<file path="config.mk">
export PLATFORM = sky130hd
export DESIGN_NAME = base32_strict_decoder_top
export DESIGN_NICKNAME = d
export VERILOG_FILES = /design/src/sv/b32d_pkg.sv /design/src/sv/b32d_group.sv /design/src/sv/base32_strict_decoder_top.sv
export SDC_FILE = /design/constraint.sdc
export NUM_CORES = 1
export LEC_CHECK = 0
export BUFFER_PORTS_ARGS = -buffer_cell sky130_fd_sc_hd__buf_4
export CORE_UTILIZATION = 40
export CTS_CLUSTER_DIAMETER = 40
export DETAILED_ROUTE_END_ITERATION = 6
export SLEW_MARGIN = 20
export SYNTH_ARGS = -nofsm -noshare
export SYNTH_HDL_FRONTEND = slang
export SYNTH_SLANG_ARGS = --single-unit
</file>
<file path="constraint.sdc">
create_clock -name clk -period 7.7 [get_ports clk]
set_input_delay 0.77 -clock clk [delete_from_list [all_inputs] [get_ports clk]]
set_output_delay 0.77 -clock clk [all_outputs]
set_load 0.005 [all_outputs]
</file>
<file path="src/sv/b32d_pkg.sv">
`timescale 1ns / 1ps
// ----------------------------------------------------------------------------
// b32d_pkg: shared definitions for the strict Base32 decoder
// Result kinds, character codes and the types passed between the top level
// and the group decoder.
// ----------------------------------------------------------------------------
package b32d_pkg;

	localparam logic [1:0] KIND_DATA   = 2'd0;
	localparam logic [1:0] KIND_END_OK = 2'd1;
	localparam logic [1:0] KIND_ERROR  = 2'd2;

	localparam logic [7:0] PAD_CHAR   = 8'h3D;
	localparam logic [7:0] CHAR_TAB   = 8'h09;
	localparam logic [7:0] CHAR_LF    = 8'h0A;
	localparam logic [7:0] CHAR_CR    = 8'h0D;
	localparam logic [7:0] CHAR_SPACE = 8'h20;

	localparam int GROUP_LEN = 8;
	localparam int MAX_BYTES = 5;

	// Symbols of one full group, index 0 first received.
	typedef logic [GROUP_LEN-1:0][7:0] grp_syms_t;

	// Outcome of decoding one full group.
	typedef struct packed {
		logic                      ok;
		logic                      padded;
		logic [2:0]                nbytes;
		logic [MAX_BYTES-1:0][7:0] bytes;
	} grp_res_t;

endpackage

</file>
<file path="src/sv/b32d_group.sv">
`timescale 1ns / 1ps
// ----------------------------------------------------------------------------
// b32d_group: decoder for one complete group of eight Base32 symbols
// Finds the trailing pad run, checks the alphabet and the unused low bits,
// and returns the decoded bytes most significant first.
// ----------------------------------------------------------------------------
module b32d_group (
	input  b32d_pkg::grp_syms_t syms,
	output b32d_pkg::grp_res_t  res
);
	import b32d_pkg::*;

	logic [3:0]  np;
	logic        run;
	logic [2:0]  nbytes;
	logic        sym_ok;
	logic        bits_ok;
	logic [39:0] v;
	logic [5:0]  sv;

	// Bit 5 flags a symbol of the alphabet, bits 4:0 carry its value.
	function automatic logic [5:0] sym_value(input logic [7:0] c);
		logic [5:0] r;
		r = 6'd0;
		if (c inside {[8'h41:8'h5A]}) begin
			r = {1'b1, 5'(c - 8'h41)};
		end else if (c inside {[8'h32:8'h37]}) begin
			r = {1'b1, 5'(c - 8'h32 + 8'd26)};
		end
		return r;
	endfunction

	// Number of bytes for a pad run; zero marks a run that is not allowed.
	function automatic logic [2:0] bytes_for_pad(input logic [3:0] n);
		logic [2:0] r;
		case (n)
			4'd0:    r = 3'd5;
			4'd1:    r = 3'd4;
			4'd3:    r = 3'd3;
			4'd4:    r = 3'd2;
			4'd6:    r = 3'd1;
			default: r = 3'd0;
		endcase
		return r;
	endfunction

	always_comb begin
		np  = 4'd0;
		run = 1'b1;
		for (int k = 0; k < GROUP_LEN; k++) begin
			if (run && syms[GROUP_LEN-1-k] == PAD_CHAR) begin
				np = np + 4'd1;
			end else begin
				run = 1'b0;
			end
		end
		nbytes = bytes_for_pad(np);

		sym_ok = 1'b1;
		v      = '0;
		sv     = '0;
		for (int k = 0; k < GROUP_LEN; k++) begin
			if (4'(k) < 4'(GROUP_LEN) - np) begin
				sv = sym_value(syms[k]);
				if (!sv[5]) begin
					sym_ok = 1'b0;
				end
				v[39-5*k -: 5] = sv[4:0];
			end
		end

		case (nbytes)
			3'd5:    bits_ok = 1'b1;
			3'd4:    bits_ok = (v[7:0] == '0);
			3'd3:    bits_ok = (v[15:0] == '0);
			3'd2:    bits_ok = (v[23:0] == '0);
			3'd1:    bits_ok = (v[31:0] == '0);
			default: bits_ok = 1'b0;
		endcase

		res.ok     = (nbytes != 3'd0) && sym_ok && bits_ok;
		res.padded = (np != 4'd0);
		res.nbytes = nbytes;
		for (int k = 0; k < MAX_BYTES; k++) begin
			res.bytes[k] = v[39-8*k -: 8];
		end
	end

endmodule

</file>
<file path="src/sv/base32_strict_decoder_top.sv">
`timescale 1ns / 1ps
// ----------------------------------------------------------------------------
// base32_strict_decoder_top: strict Base32 text decoder
// Takes one character per transaction, gathers groups of eight symbols and
// emits the decoded bytes, an end status or a single error result.
// ----------------------------------------------------------------------------
//  channel | signals                              | direction
//  --------+--------------------------------------+----------
//  in      | in_valid, in_ready, symbol, is_end   | sink
//  out     | out_valid, out_ready, out_byte, kind,| source
//          | last_of_run                          |
//
// One character is accepted per cycle; it is decoded in the cycle after it is
// registered, and a full group is checked in that same single pass. A group
// gives up to five results, shifted out of the result register one per cycle
// while out_ready is high. Characters that give no result keep flowing while
// it drains; one that gives a result waits in the input register until it is
// free. Reset clears all control state; the group store needs no clearing.
module base32_strict_decoder_top (
	input  logic       clk,
	input  logic       arst_n,
	input  logic       in_valid,
	output logic       in_ready,
	input  logic [7:0] symbol,
	input  logic       is_end,
	output logic       out_valid,
	input  logic       out_ready,
	output logic [7:0] out_byte,
	output logic [1:0] kind,
	output logic       last_of_run
);
	import b32d_pkg::*;

	// Input register.
	logic       valid_s1;
	logic [7:0] symbol_s1;
	logic       is_end_s1;

	// Decoder state.
	logic [7:0] grp_q [GROUP_LEN-1];
	logic [2:0] count_q;
	logic       padded_q;
	logic       err_q;

	// Result register, drained as a shift line.
	logic                      valid_s2;
	logic [MAX_BYTES-1:0][7:0] bytes_s2;
	logic [1:0]                kind_s2;
	logic [2:0]                rem_s2;

	logic      is_ws;
	logic      produces;
	logic      res_free;
	logic      fire_s1;
	grp_syms_t syms;
	grp_res_t  grp;

	always_comb begin
		for (int k = 0; k < GROUP_LEN - 1; k++) begin
			syms[k] = grp_q[k];
		end
		syms[GROUP_LEN-1] = symbol_s1;
	end

	b32d_group u_group (
		.syms (syms),
		.res  (grp)
	);

	assign is_ws = (symbol_s1 == CHAR_TAB) || (symbol_s1 == CHAR_LF) ||
	               (symbol_s1 == CHAR_CR) || (symbol_s1 == CHAR_SPACE);

	assign produces = is_end_s1 ||
	                  (!is_ws && !err_q && (padded_q || count_q == 3'(GROUP_LEN - 1)));

	// The result register is free if empty or if its last result leaves now.
	assign res_free = !valid_s2 || (out_ready && rem_s2 == 3'd1);
	assign fire_s1  = valid_s1 && (!produces || res_free);
	assign in_ready = !valid_s1 || fire_s1;

	always_ff @(posedge clk or negedge arst_n) begin
		if (!arst_n) begin
			valid_s1 <= 1'b0;
		end else if (in_ready) begin
			valid_s1 <= in_valid;
		end
	end

	always_ff @(posedge clk) begin
		if (in_ready && in_valid) begin
			symbol_s1 <= symbol;
			is_end_s1 <= is_end;
		end
	end

	always_ff @(posedge clk or negedge arst_n) begin
		if (!arst_n) begin
			count_q  <= '0;
			padded_q <= 1'b0;
			err_q    <= 1'b0;
		end else if (fire_s1) begin
			if (is_end_s1) begin
				count_q  <= '0;
				padded_q <= 1'b0;
				err_q    <= 1'b0;
			end else if (!is_ws && !err_q) begin
				if (padded_q) begin
					err_q <= 1'b1;
				end else if (count_q != 3'(GROUP_LEN - 1)) begin
					count_q <= count_q + 3'd1;
				end else begin
					count_q <= '0;
					if (!grp.ok) begin
						err_q <= 1'b1;
					end else if (grp.padded) begin
						padded_q <= 1'b1;
					end
				end
			end
		end
	end

	// Only the first seven symbols are stored; the eighth is decoded directly.
	always_ff @(posedge clk) begin
		if (fire_s1 && !is_end_s1 && !is_ws && !err_q && !padded_q &&
		    count_q != 3'(GROUP_LEN - 1)) begin
			grp_q[count_q] <= symbol_s1;
		end
	end

	always_ff @(posedge clk or negedge arst_n) begin
		if (!arst_n) begin
			valid_s2 <= 1'b0;
			rem_s2   <= '0;
		end else if (fire_s1 && produces) begin
			valid_s2 <= 1'b1;
			if (is_end_s1 || padded_q || !grp.ok) begin
				rem_s2 <= 3'd1;
			end else begin
				rem_s2 <= grp.nbytes;
			end
		end else if (valid_s2 && out_ready) begin
			if (rem_s2 == 3'd1) begin
				valid_s2 <= 1'b0;
			end
			rem_s2 <= rem_s2 - 3'd1;
		end
	end

	always_ff @(posedge clk) begin
		if (fire_s1 && produces) begin
			if (is_end_s1) begin
				bytes_s2 <= '0;
				kind_s2  <= (err_q || count_q != 3'd0) ? KIND_ERROR : KIND_END_OK;
			end else if (padded_q || !grp.ok) begin
				bytes_s2 <= '0;
				kind_s2  <= KIND_ERROR;
			end else begin
				bytes_s2 <= grp.bytes;
				kind_s2  <= KIND_DATA;
			end
		end else if (valid_s2 && out_ready) begin
			for (int k = 0; k < MAX_BYTES - 1; k++) begin
				bytes_s2[k] <= bytes_s2[k+1];
			end
			bytes_s2[MAX_BYTES-1] <= '0;
		end
	end

	assign out_valid   = valid_s2;
	assign out_byte    = bytes_s2[0];
	assign kind        = kind_s2;
	assign last_of_run = (rem_s2 == 3'd1);

endmodule
</file>
# Word-level counts from Yosys, hierarchy flattened

Memories as Yosys holds them, arrays and structs flattened.
Cells that the tools add are included.

Memories: 1
Logic and storage cells: 283
Input bits: 13
Register bits after elaboration: 61
Output and inout bits: 13
Bits in writable memories: 56

Order comparisons: 40
Reductions and logical operators: 72
Equality and inequality tests: 27
Add/subtract/negate cells: 34
Multiplexer cells: 95

Memory list:

| name  | depth | width | rd ports | clocked after Yosys merged registers in | wr ports | RTL line                        | source |
|---|---|---|---|---|---|---|---|
| grp_q | 7     | 8     | 7        | 0                                       | 1        | base32_strict_decoder_top.sv:40 | `logic [7:0] grp_q [GROUP_LEN-1];` |

Operators with widths:

| cell                                                                                | number |
|---|---|
| 40-bit two-way mux                                                                  | 4 |
| 6-bit two-way mux                                                                   | 24 |
| 8-bit by 6-bit == test with 1-bit output, second input constant                     | 9 |
| 8-bit by 6-bit greater-or-equal comparator with 1-bit output, second input constant | 8 |
| 8-bit by 7-bit greater-or-equal comparator with 1-bit output, second input constant | 8 |
| 8-bit by 6-bit less-or-equal comparator with 1-bit output, second input constant    | 8 |
| 8-bit by 7-bit less-or-equal comparator with 1-bit output, second input constant    | 8 |
| 5-bit adder, second input constant                                                  | 8 |
| 1-bit two-way mux                                                                   | 40 |
| 5-bit two-way mux                                                                   | 8 |
| 5-bit by 1-bit subtractor with 5-bit output, second input constant                  | 8 |
| 5-bit subtractor, second input constant                                             | 8 |
| 1-bit logical AND                                                                   | 37 |
| 32-bit zero test                                                                    | 1 |
| 4-bit by 1-bit adder with 4-bit output, second input constant                       | 7 |
| 4-bit two-way mux                                                                   | 7 |
| 8-bit by 4-bit == test with 1-bit output, second input constant                     | 3 |
| 24-bit zero test                                                                    | 1 |
| 3-bit two-way mux                                                                   | 7 |
| 16-bit zero test                                                                    | 1 |
| 3-bit by 4-bit less-than comparator with 1-bit output, first input constant         | 4 |
| 3-bit one-hot mux with 5 select lines                                               | 1 |
| 1-bit logical OR                                                                    | 12 |
| 3-bit == test, second input constant                                                | 3 |
| 23 further kinds                                                                    | 43 |

# Logic depth before layout (Yosys ltp)

Word-level depth: 42
Mapped depth: 33
Mapped depth without buffers: 30

# Hierarchy

From an unflattened synthesis, not the netlist that was laid out.

Cells, all modules: 801
Area, all modules: 8067.7 sq um

By module, submodules not included:

| module                    | seq. area each (sq um) | cells each | area an instance (sq um) | times used |
|---|---|---|---|---|
| base32_strict_decoder_top | 3463.3                 | 252        | 4463.0                   | 1 |
| b32d_group                | 0.0                    | 549        | 3604.7                   | 1 |

# Worst setup path before layout

Ideal clock, no wire load.

Path kind: flip-flop to flip-flop
Start point: reg symbol_s1[1]
End point: reg rem_s2[0]
Stages on the path, launching flop included: 30
Arrival: 6.786 ns
Slack: 0.788 ns
Path buffers: 2
Period minus slack after synthesis: 6.912 ns
Cells stage by stage: edfxtp_1 inv_1 ha_1 nand3_1 or4_1 clkbuf_1 inv_1 ha_1 inv_1 a21oi_1 ha_1 mux2i_1 a21oi_1 ha_1 mux2_2 ha_1 mux2i_1 mux2_2 a21oi_1 ha_1 mux2_2 inv_1 ha_1 clkbuf_1 xnor3_2 a31oi_4 o32ai_1 a2111oi_2 nand4b_1 a221o_1

Longest elaborated chain between the ends: 39
Elaborated cells on any way between the ends: 112
Those cells by class: 11 x add/sub; 12 x order compare; 14 x eq/ne; 44 x mux; 31 x reduce/logical

Ends and longest elaborated chain:

| what                                                                               | RTL line                           | source |
|---|---|---|
| from (decl)                                                                        | base32_strict_decoder_top.sv:36    | `logic [7:0] symbol_s1;` |
| from (signal assigned)                                                             | base32_strict_decoder_top.sv:91    | `symbol_s1 <= symbol;` |
| 8-bit by 6-bit == test with 1-bit output                                           | b32d_group.sv:51                   | `if (run && syms[GROUP_LEN-1-k] == PAD_CHAR) begin` |
| 1-bit two-way mux                                                                  | b32d_group.sv:51                   |  |
| 4-bit by 1-bit adder with 4-bit output / 1-bit logical AND (equally long branches) | b32d_group.sv:52, b32d_group.sv:51 |  |
| 4-bit two-way mux / 1-bit two-way mux (equally long branches)                      | b32d_group.sv:51                   |  |
| 4-bit by 1-bit adder with 4-bit output / 1-bit logical AND (equally long branches) | b32d_group.sv:52, b32d_group.sv:51 |  |
| 4-bit two-way mux / 1-bit two-way mux (equally long branches)                      | b32d_group.sv:51                   |  |
| 4-bit by 1-bit adder with 4-bit output / 1-bit logical AND (equally long branches) | b32d_group.sv:52, b32d_group.sv:51 |  |
| 4-bit two-way mux / 1-bit two-way mux (equally long branches)                      | b32d_group.sv:51                   |  |
| [... 22 more ...]                                                                  | n/a                                |  |
| 1-bit two-way mux                                                                  | b32d_group.sv:63                   | `if (4'(k) < 4'(GROUP_LEN) - np) begin` |
| 1-bit two-way mux                                                                  | b32d_group.sv:65                   | `if (!sv[5]) begin` |
| 1-bit two-way mux                                                                  | b32d_group.sv:63                   |  |
| 1-bit logical AND (2 in series)                                                    | b32d_group.sv:81                   | `res.ok = (nbytes != 3'd0) && sym_ok && bits_ok;` |
| 1-bit zero test                                                                    | base32_strict_decoder_top.sv:137   | `if (is_end_s1 \|\| padded_q \|\| !grp.ok) begin` |
| 1-bit logical OR                                                                   | base32_strict_decoder_top.sv:137   |  |
| 3-bit two-way mux                                                                  | base32_strict_decoder_top.sv:137   |  |
| 3-bit two-way mux                                                                  | base32_strict_decoder_top.sv:135   | `end else if (fire_s1 && produces) begin` |
| to (signal assigned)                                                               | base32_strict_decoder_top.sv:140   | `rem_s2 <= grp.nbytes;` |
| to (signal assigned)                                                               | base32_strict_decoder_top.sv:146   | `rem_s2 <= rem_s2 - 3'd1;` |
| to (decl)                                                                          | base32_strict_decoder_top.sv:49    | `logic [2:0] rem_s2;` |

Several ways; a longest one is shown, not always the timed one. The select of a mux whose other input is x is not followed.
A chain may end at the register's enable or synchronous reset.

# Final worst setup path

Start point: reg symbol_s1[1]
End point: reg bytes_s2[35] (netlist bit) (data pin)

Longest elaborated chain between the ends: 40
Elaborated cells on any way between the ends: 112
Those cells by class: 11 x add/sub; 12 x order compare; 14 x eq/ne; 45 x mux; 30 x reduce/logical

Ends and longest elaborated chain:

| what                                                                               | RTL line                           | source |
|---|---|---|
| 8-bit by 6-bit == test with 1-bit output                                           | b32d_group.sv:51                   |  |
| 1-bit two-way mux                                                                  | b32d_group.sv:51                   |  |
| 4-bit by 1-bit adder with 4-bit output / 1-bit logical AND (equally long branches) | b32d_group.sv:52, b32d_group.sv:51 |  |
| 4-bit two-way mux / 1-bit two-way mux (equally long branches)                      | b32d_group.sv:51                   |  |
| 4-bit by 1-bit adder with 4-bit output / 1-bit logical AND (equally long branches) | b32d_group.sv:52, b32d_group.sv:51 |  |
| 4-bit two-way mux / 1-bit two-way mux (equally long branches)                      | b32d_group.sv:51                   |  |
| 4-bit by 1-bit adder with 4-bit output / 1-bit logical AND (equally long branches) | b32d_group.sv:52, b32d_group.sv:51 |  |
| 4-bit two-way mux / 1-bit two-way mux (equally long branches)                      | b32d_group.sv:51                   |  |
| [... 23 more ...]                                                                  | n/a                                |  |
| 1-bit two-way mux                                                                  | b32d_group.sv:65                   |  |
| 1-bit two-way mux                                                                  | b32d_group.sv:63                   |  |
| 1-bit logical AND (2 in series)                                                    | b32d_group.sv:81                   |  |
| 1-bit zero test                                                                    | base32_strict_decoder_top.sv:155   | `end else if (padded_q \|\| !grp.ok) begin` |
| 1-bit logical OR                                                                   | base32_strict_decoder_top.sv:155   |  |
| 40-bit two-way mux                                                                 | base32_strict_decoder_top.sv:155   |  |
| 40-bit two-way mux                                                                 | base32_strict_decoder_top.sv:152   | `if (is_end_s1) begin` |
| 40-bit two-way mux (*)                                                             | base32_strict_decoder_top.sv:151   | `if (fire_s1 && produces) begin` |
| to (signal assigned)                                                               | base32_strict_decoder_top.sv:159   | `bytes_s2 <= grp.bytes;` |
| to (signal, indexed assignment)                                                    | base32_strict_decoder_top.sv:164   | `bytes_s2[k] <= bytes_s2[k+1];` |
| to (decl)                                                                          | base32_strict_decoder_top.sv:47    | `logic [MAX_BYTES-1:0][7:0] bytes_s2;` |

Every way passes the cells marked *; elsewhere a longest branch is shown, timed or not. The select of a mux whose other input is x is not followed.

==> results by group <==
Run status
  • Outcome: finished clean

STA
  • Final setup TNS: 0 ns
  • Max-slew violations: 0
  • Fmax: 140.1 MHz
  • Hold slack: 0.1789 ns
  • Clock Skews: 0.006269 ns
  • Worst rel slew slack: 31.27%
  • Tcrit/Tclk final: 92.67%
  • Least-Margin Pin Slew: 1.005 ns
  • Setup Viol. Count Final: 0
  • Fin. Hold Viols: 0
  • Unrepaired setup endpoints after global routing: false
  • Crit path time final: 7.136 ns

Synthesis
  • Post-synth EDFFs: 107
  • Dominant synthesized flop cell: edfxtp_1
  • Largest family of logic cells by synthesized area: simple AND/OR/NAND/NOR gates
  • Post-synthesis compound-gate area fraction: 16.40%
  • Post-Synthesis Mean Instance Area: 9.800 sq um
  • Syn Nets: 830
  • Ys async rst share: 8.547%
  • Synth warnings: 0
  • Yosys reg bits: 117
  • Post-synthesis mux area share: 2.374%
  • Synth Area in XOR/XNOR: 3.055%
  • Sequential share of the synthesized area: 45.96%
  • Simple-gate share of the synthesized area: 20.62%
  • Adder-cell share of the synthesized area: 7.969%
  • Post-synth cell types: 72
  • Gate Count Post-Synth: 769
  • Mapped Area: 7536 sq um

Global route
  • Total track usage: 20.69%
  • Largest net degree at the start of global routing: 41
  • Gr ovfl total: 0
  • Vias in the first global route: 5800
  • First-pass GRT wire length: 30.86 mm
  • Initial antenna violation count: 0

Detailed routing
  • Vias: 6010
  • Via density: 5.740
  • Antenna Nets Post-Route: 0
  • Detailed Routing Iterations Pass 1: 5
  • DRC: 0
  • Routed WL: 19.29 mm
  • WL/cell: 18.42 um
  • Starting DRT DRC Count: 483

Floorplanning
  • Die H: 139.3 um
  • Row cnt: 49
  • Ports: 26
  • Die Area: 19390 sq um
  • Core Footprint: 18210 sq um
  • Starting Density: 41.39%
  • Die width: 139.3 um

Clock tree
  • TritonCTS Buffers: 17
  • Clock slew at the register clock pins of the worst setup and hold paths: 0.06 ns
  • CTS tree: yes
  • Worst skew pair latency: 0.42 ns
  • H-Tree Depth: 4
  • Max Buffers Root-to-Sink: 2
  • Root Driver: clkbuf_16
  • CTS Sinks: 117

Setup path
  • Most frequent CP cell: ha_1
  • Slowest CP cell: or4_4
  • CP peak stage delay: 0.56 ns
  • Largest fanout on the critical path: 40
  • Worst EP required: 7.93 ns
  • CP top delay family: adder cells
  • Setup CP Type: flop to flop
  • Worst path bufs/invs: 5
  • Crit end category: flop
  • Cell depth of the worst setup path: 31
  • Startpoint types: flop
  • Reg2Reg Depth: 31
  • Crit path DAT: 7.37 ns

Layout
  • # diodes: 0
  • Final instance area: 8657 sq um
  • Layout area overhead: 14.88%
  • Nets: 866
  • Layout Cells excl Fill: 1047
  • Share of cells above drive strength 1: 12.84%
  • Final Core Density: 47.54%

Placement
  • Placed Cells incl. Taps: 1012
  • RD Place Congestion: 0.9220
  • Detailed Place HPWL: 14.68 mm
  • Post-DP Area: 8020 sq um
  • IO Port Bufs: 25

Run
  • Max Cap Viol: 0

Worst hold path
  • Hold crit path type: primary input to asynchronous set/reset pin

Pwr
  • Worst vdd ir: 0.0001572 V
  • P per Cell Area: 237.2 nW/um^2
  • P_leak: 0.003269 uW
==> cells in the final DEF, fill, tap and decap left out, drive strengths merged, types with 6 or more instances in the layout <==
cell type / synthesis / layout
nand2: 119 / 119
edfxtp: 107 / 107
o21ai: 70 / 70
nor2: 54 / 54
ha: 48 / 48
buf: 11 / 47
inv: 34 / 35
a21oi: 30 / 30
nor3: 27 / 27
clkbuf: 19 / 25
nand3: 20 / 20
nand2b: 16 / 16
nor2b: 14 / 14
o31ai: 13 / 13
nor3b: 11 / 11
xnor2: 11 / 11
mux2i: 11 / 11
xor2: 10 / 10
dfrtp: 10 / 10
o211ai: 9 / 9
and2: 8 / 8
nand4: 7 / 7
o31a: 7 / 7
o22ai: 7 / 7
and3: 6 / 6
a211oi: 6 / 6
==> final timing paths <==
kind / slack [ns] / startpoint / end
setup / recovery: 0.56 / symbol_s1[1]$_DFFE_PP_ / bytes_s2[35]$_SDFFCE_PP0P_
hold / removal: 0.18 / arst_n / count_q[0]$_DFFE_PN0P_
setup reg to reg: 0.56 / symbol_s1[1]$_DFFE_PP_ / bytes_s2[35]$_SDFFCE_PP0P_
hold reg to reg: 0.52 / bytes_s2[15]$_DFFE_PP_ / out_byte[7]$_DFFE_PP_
max in group asynchronous: 7.37 / arst_n / out_valid$_DFFE_PN0P_
min in group clk: 0.52 / bytes_s2[15]$_DFFE_PP_ / out_byte[7]$_DFFE_PP_
==> area by class of cell <==
| cell class | count | area [sq um] |
|---|---|---|
| Fill cell | 1636 | 9552 |
| Multi-Input combinational cell | 588 | 3856 |
| Sequential cell | 117 | 3463 |
| Clock buffer | 25 | 485.5 |
| Timing Repair Buffer | 47 | 365.4 |
| Tap cell | 229 | 286.5 |
| Inverter | 34 | 127.6 |
| Clock inverter | 7 | 72.57 |
==> per-layer routing <==
| layer | track usage, % | vias to the layer above | routed length [um] |
|---|---|---|---|
| met5 | 0 | - | 0 |
| met4 | 7.661 | 0 | 352 |
| met3 | 3.579 | 28 | 812 |
| met2 | 33.64 | 186 | 9186 |
| met1 | 27.63 | 2882 | 8936 |
| li1 | - | 2914 | - |
==> cells by family after synthesis <==
group	count (synthesis)
and+or+nand+nor	313
AOI/OAI and AO/OA	188
DFF	117
buffers and inverters	64
adders and majority gates	48
xor gates and xnor gates	23
muxes	16
==> synthesized netlist by cell type (10+ instances only) <==
master	instances	area, sq um
nand2_1	119	446.7
edfxtp_1	107	3213
o21ai_0	66	330.3
nor2_1	54	202.7
ha_1	48	600.6
inv_1	34	127.6
a21oi_1	30	150.1
nor3_1	27	135.1
clkbuf_1	19	71.32
nand3_1	19	95.09
nand2b_1	16	100.1
nor2b_1	14	87.58
nor3b_1	11	82.58
o31ai_1	11	82.58
xnor2_1	11	96.34
dfrtp_1	10	250.2
mux2i_1	10	100.1
xor2_1	10	87.58
==> metrics by stage <==
| step | worst slack, ns | power (uW) |
|---|---|---|
| 2_1_floorplan | 0.7885 | 1177 |
| 3_3_place_gp | 0.4598 | 1309 |
| 3_5_place_dp | 0.1460 | 1319 |
| 4_1_cts | 0.09508 | 2064 |
| 5_1_grt | 0.00006395 | 2147 |
| 6_report | 0.5642 | 2054 |
==> flip-flops by register name, indices dropped and copies added, names as in the netlist <==
| signal | count |
|---|---|
| kind | 2 |
| is_end_s1 | 1 |
| out_valid | 1 |
| grp_q | 56 |
| out_byte | 8 |
| count_q | 3 |
| rem_s2 | 3 |
| err_q | 1 |
| bytes_s2 | 32 |
| padded_q | 1 |
| symbol_s1 | 8 |
| valid_s1 | 1 |
==> what timing repair did <==
action                     CTS  global route
setup endpoints to repair    0            45
hold buffers                 0             0
gates resized for setup      0             9
setup buffers                0             3
==> power breakdown <==
part | switching [uW] | total, uW | internal, uW | leakage [uW]
clock network | 273 | 742 | 469 | 0.000268
logic | 233 | 375 | 142 | 0.00187
registers | 74.9 | 937 | 862 | 0.00114
(Power assumes the default switching activity.)
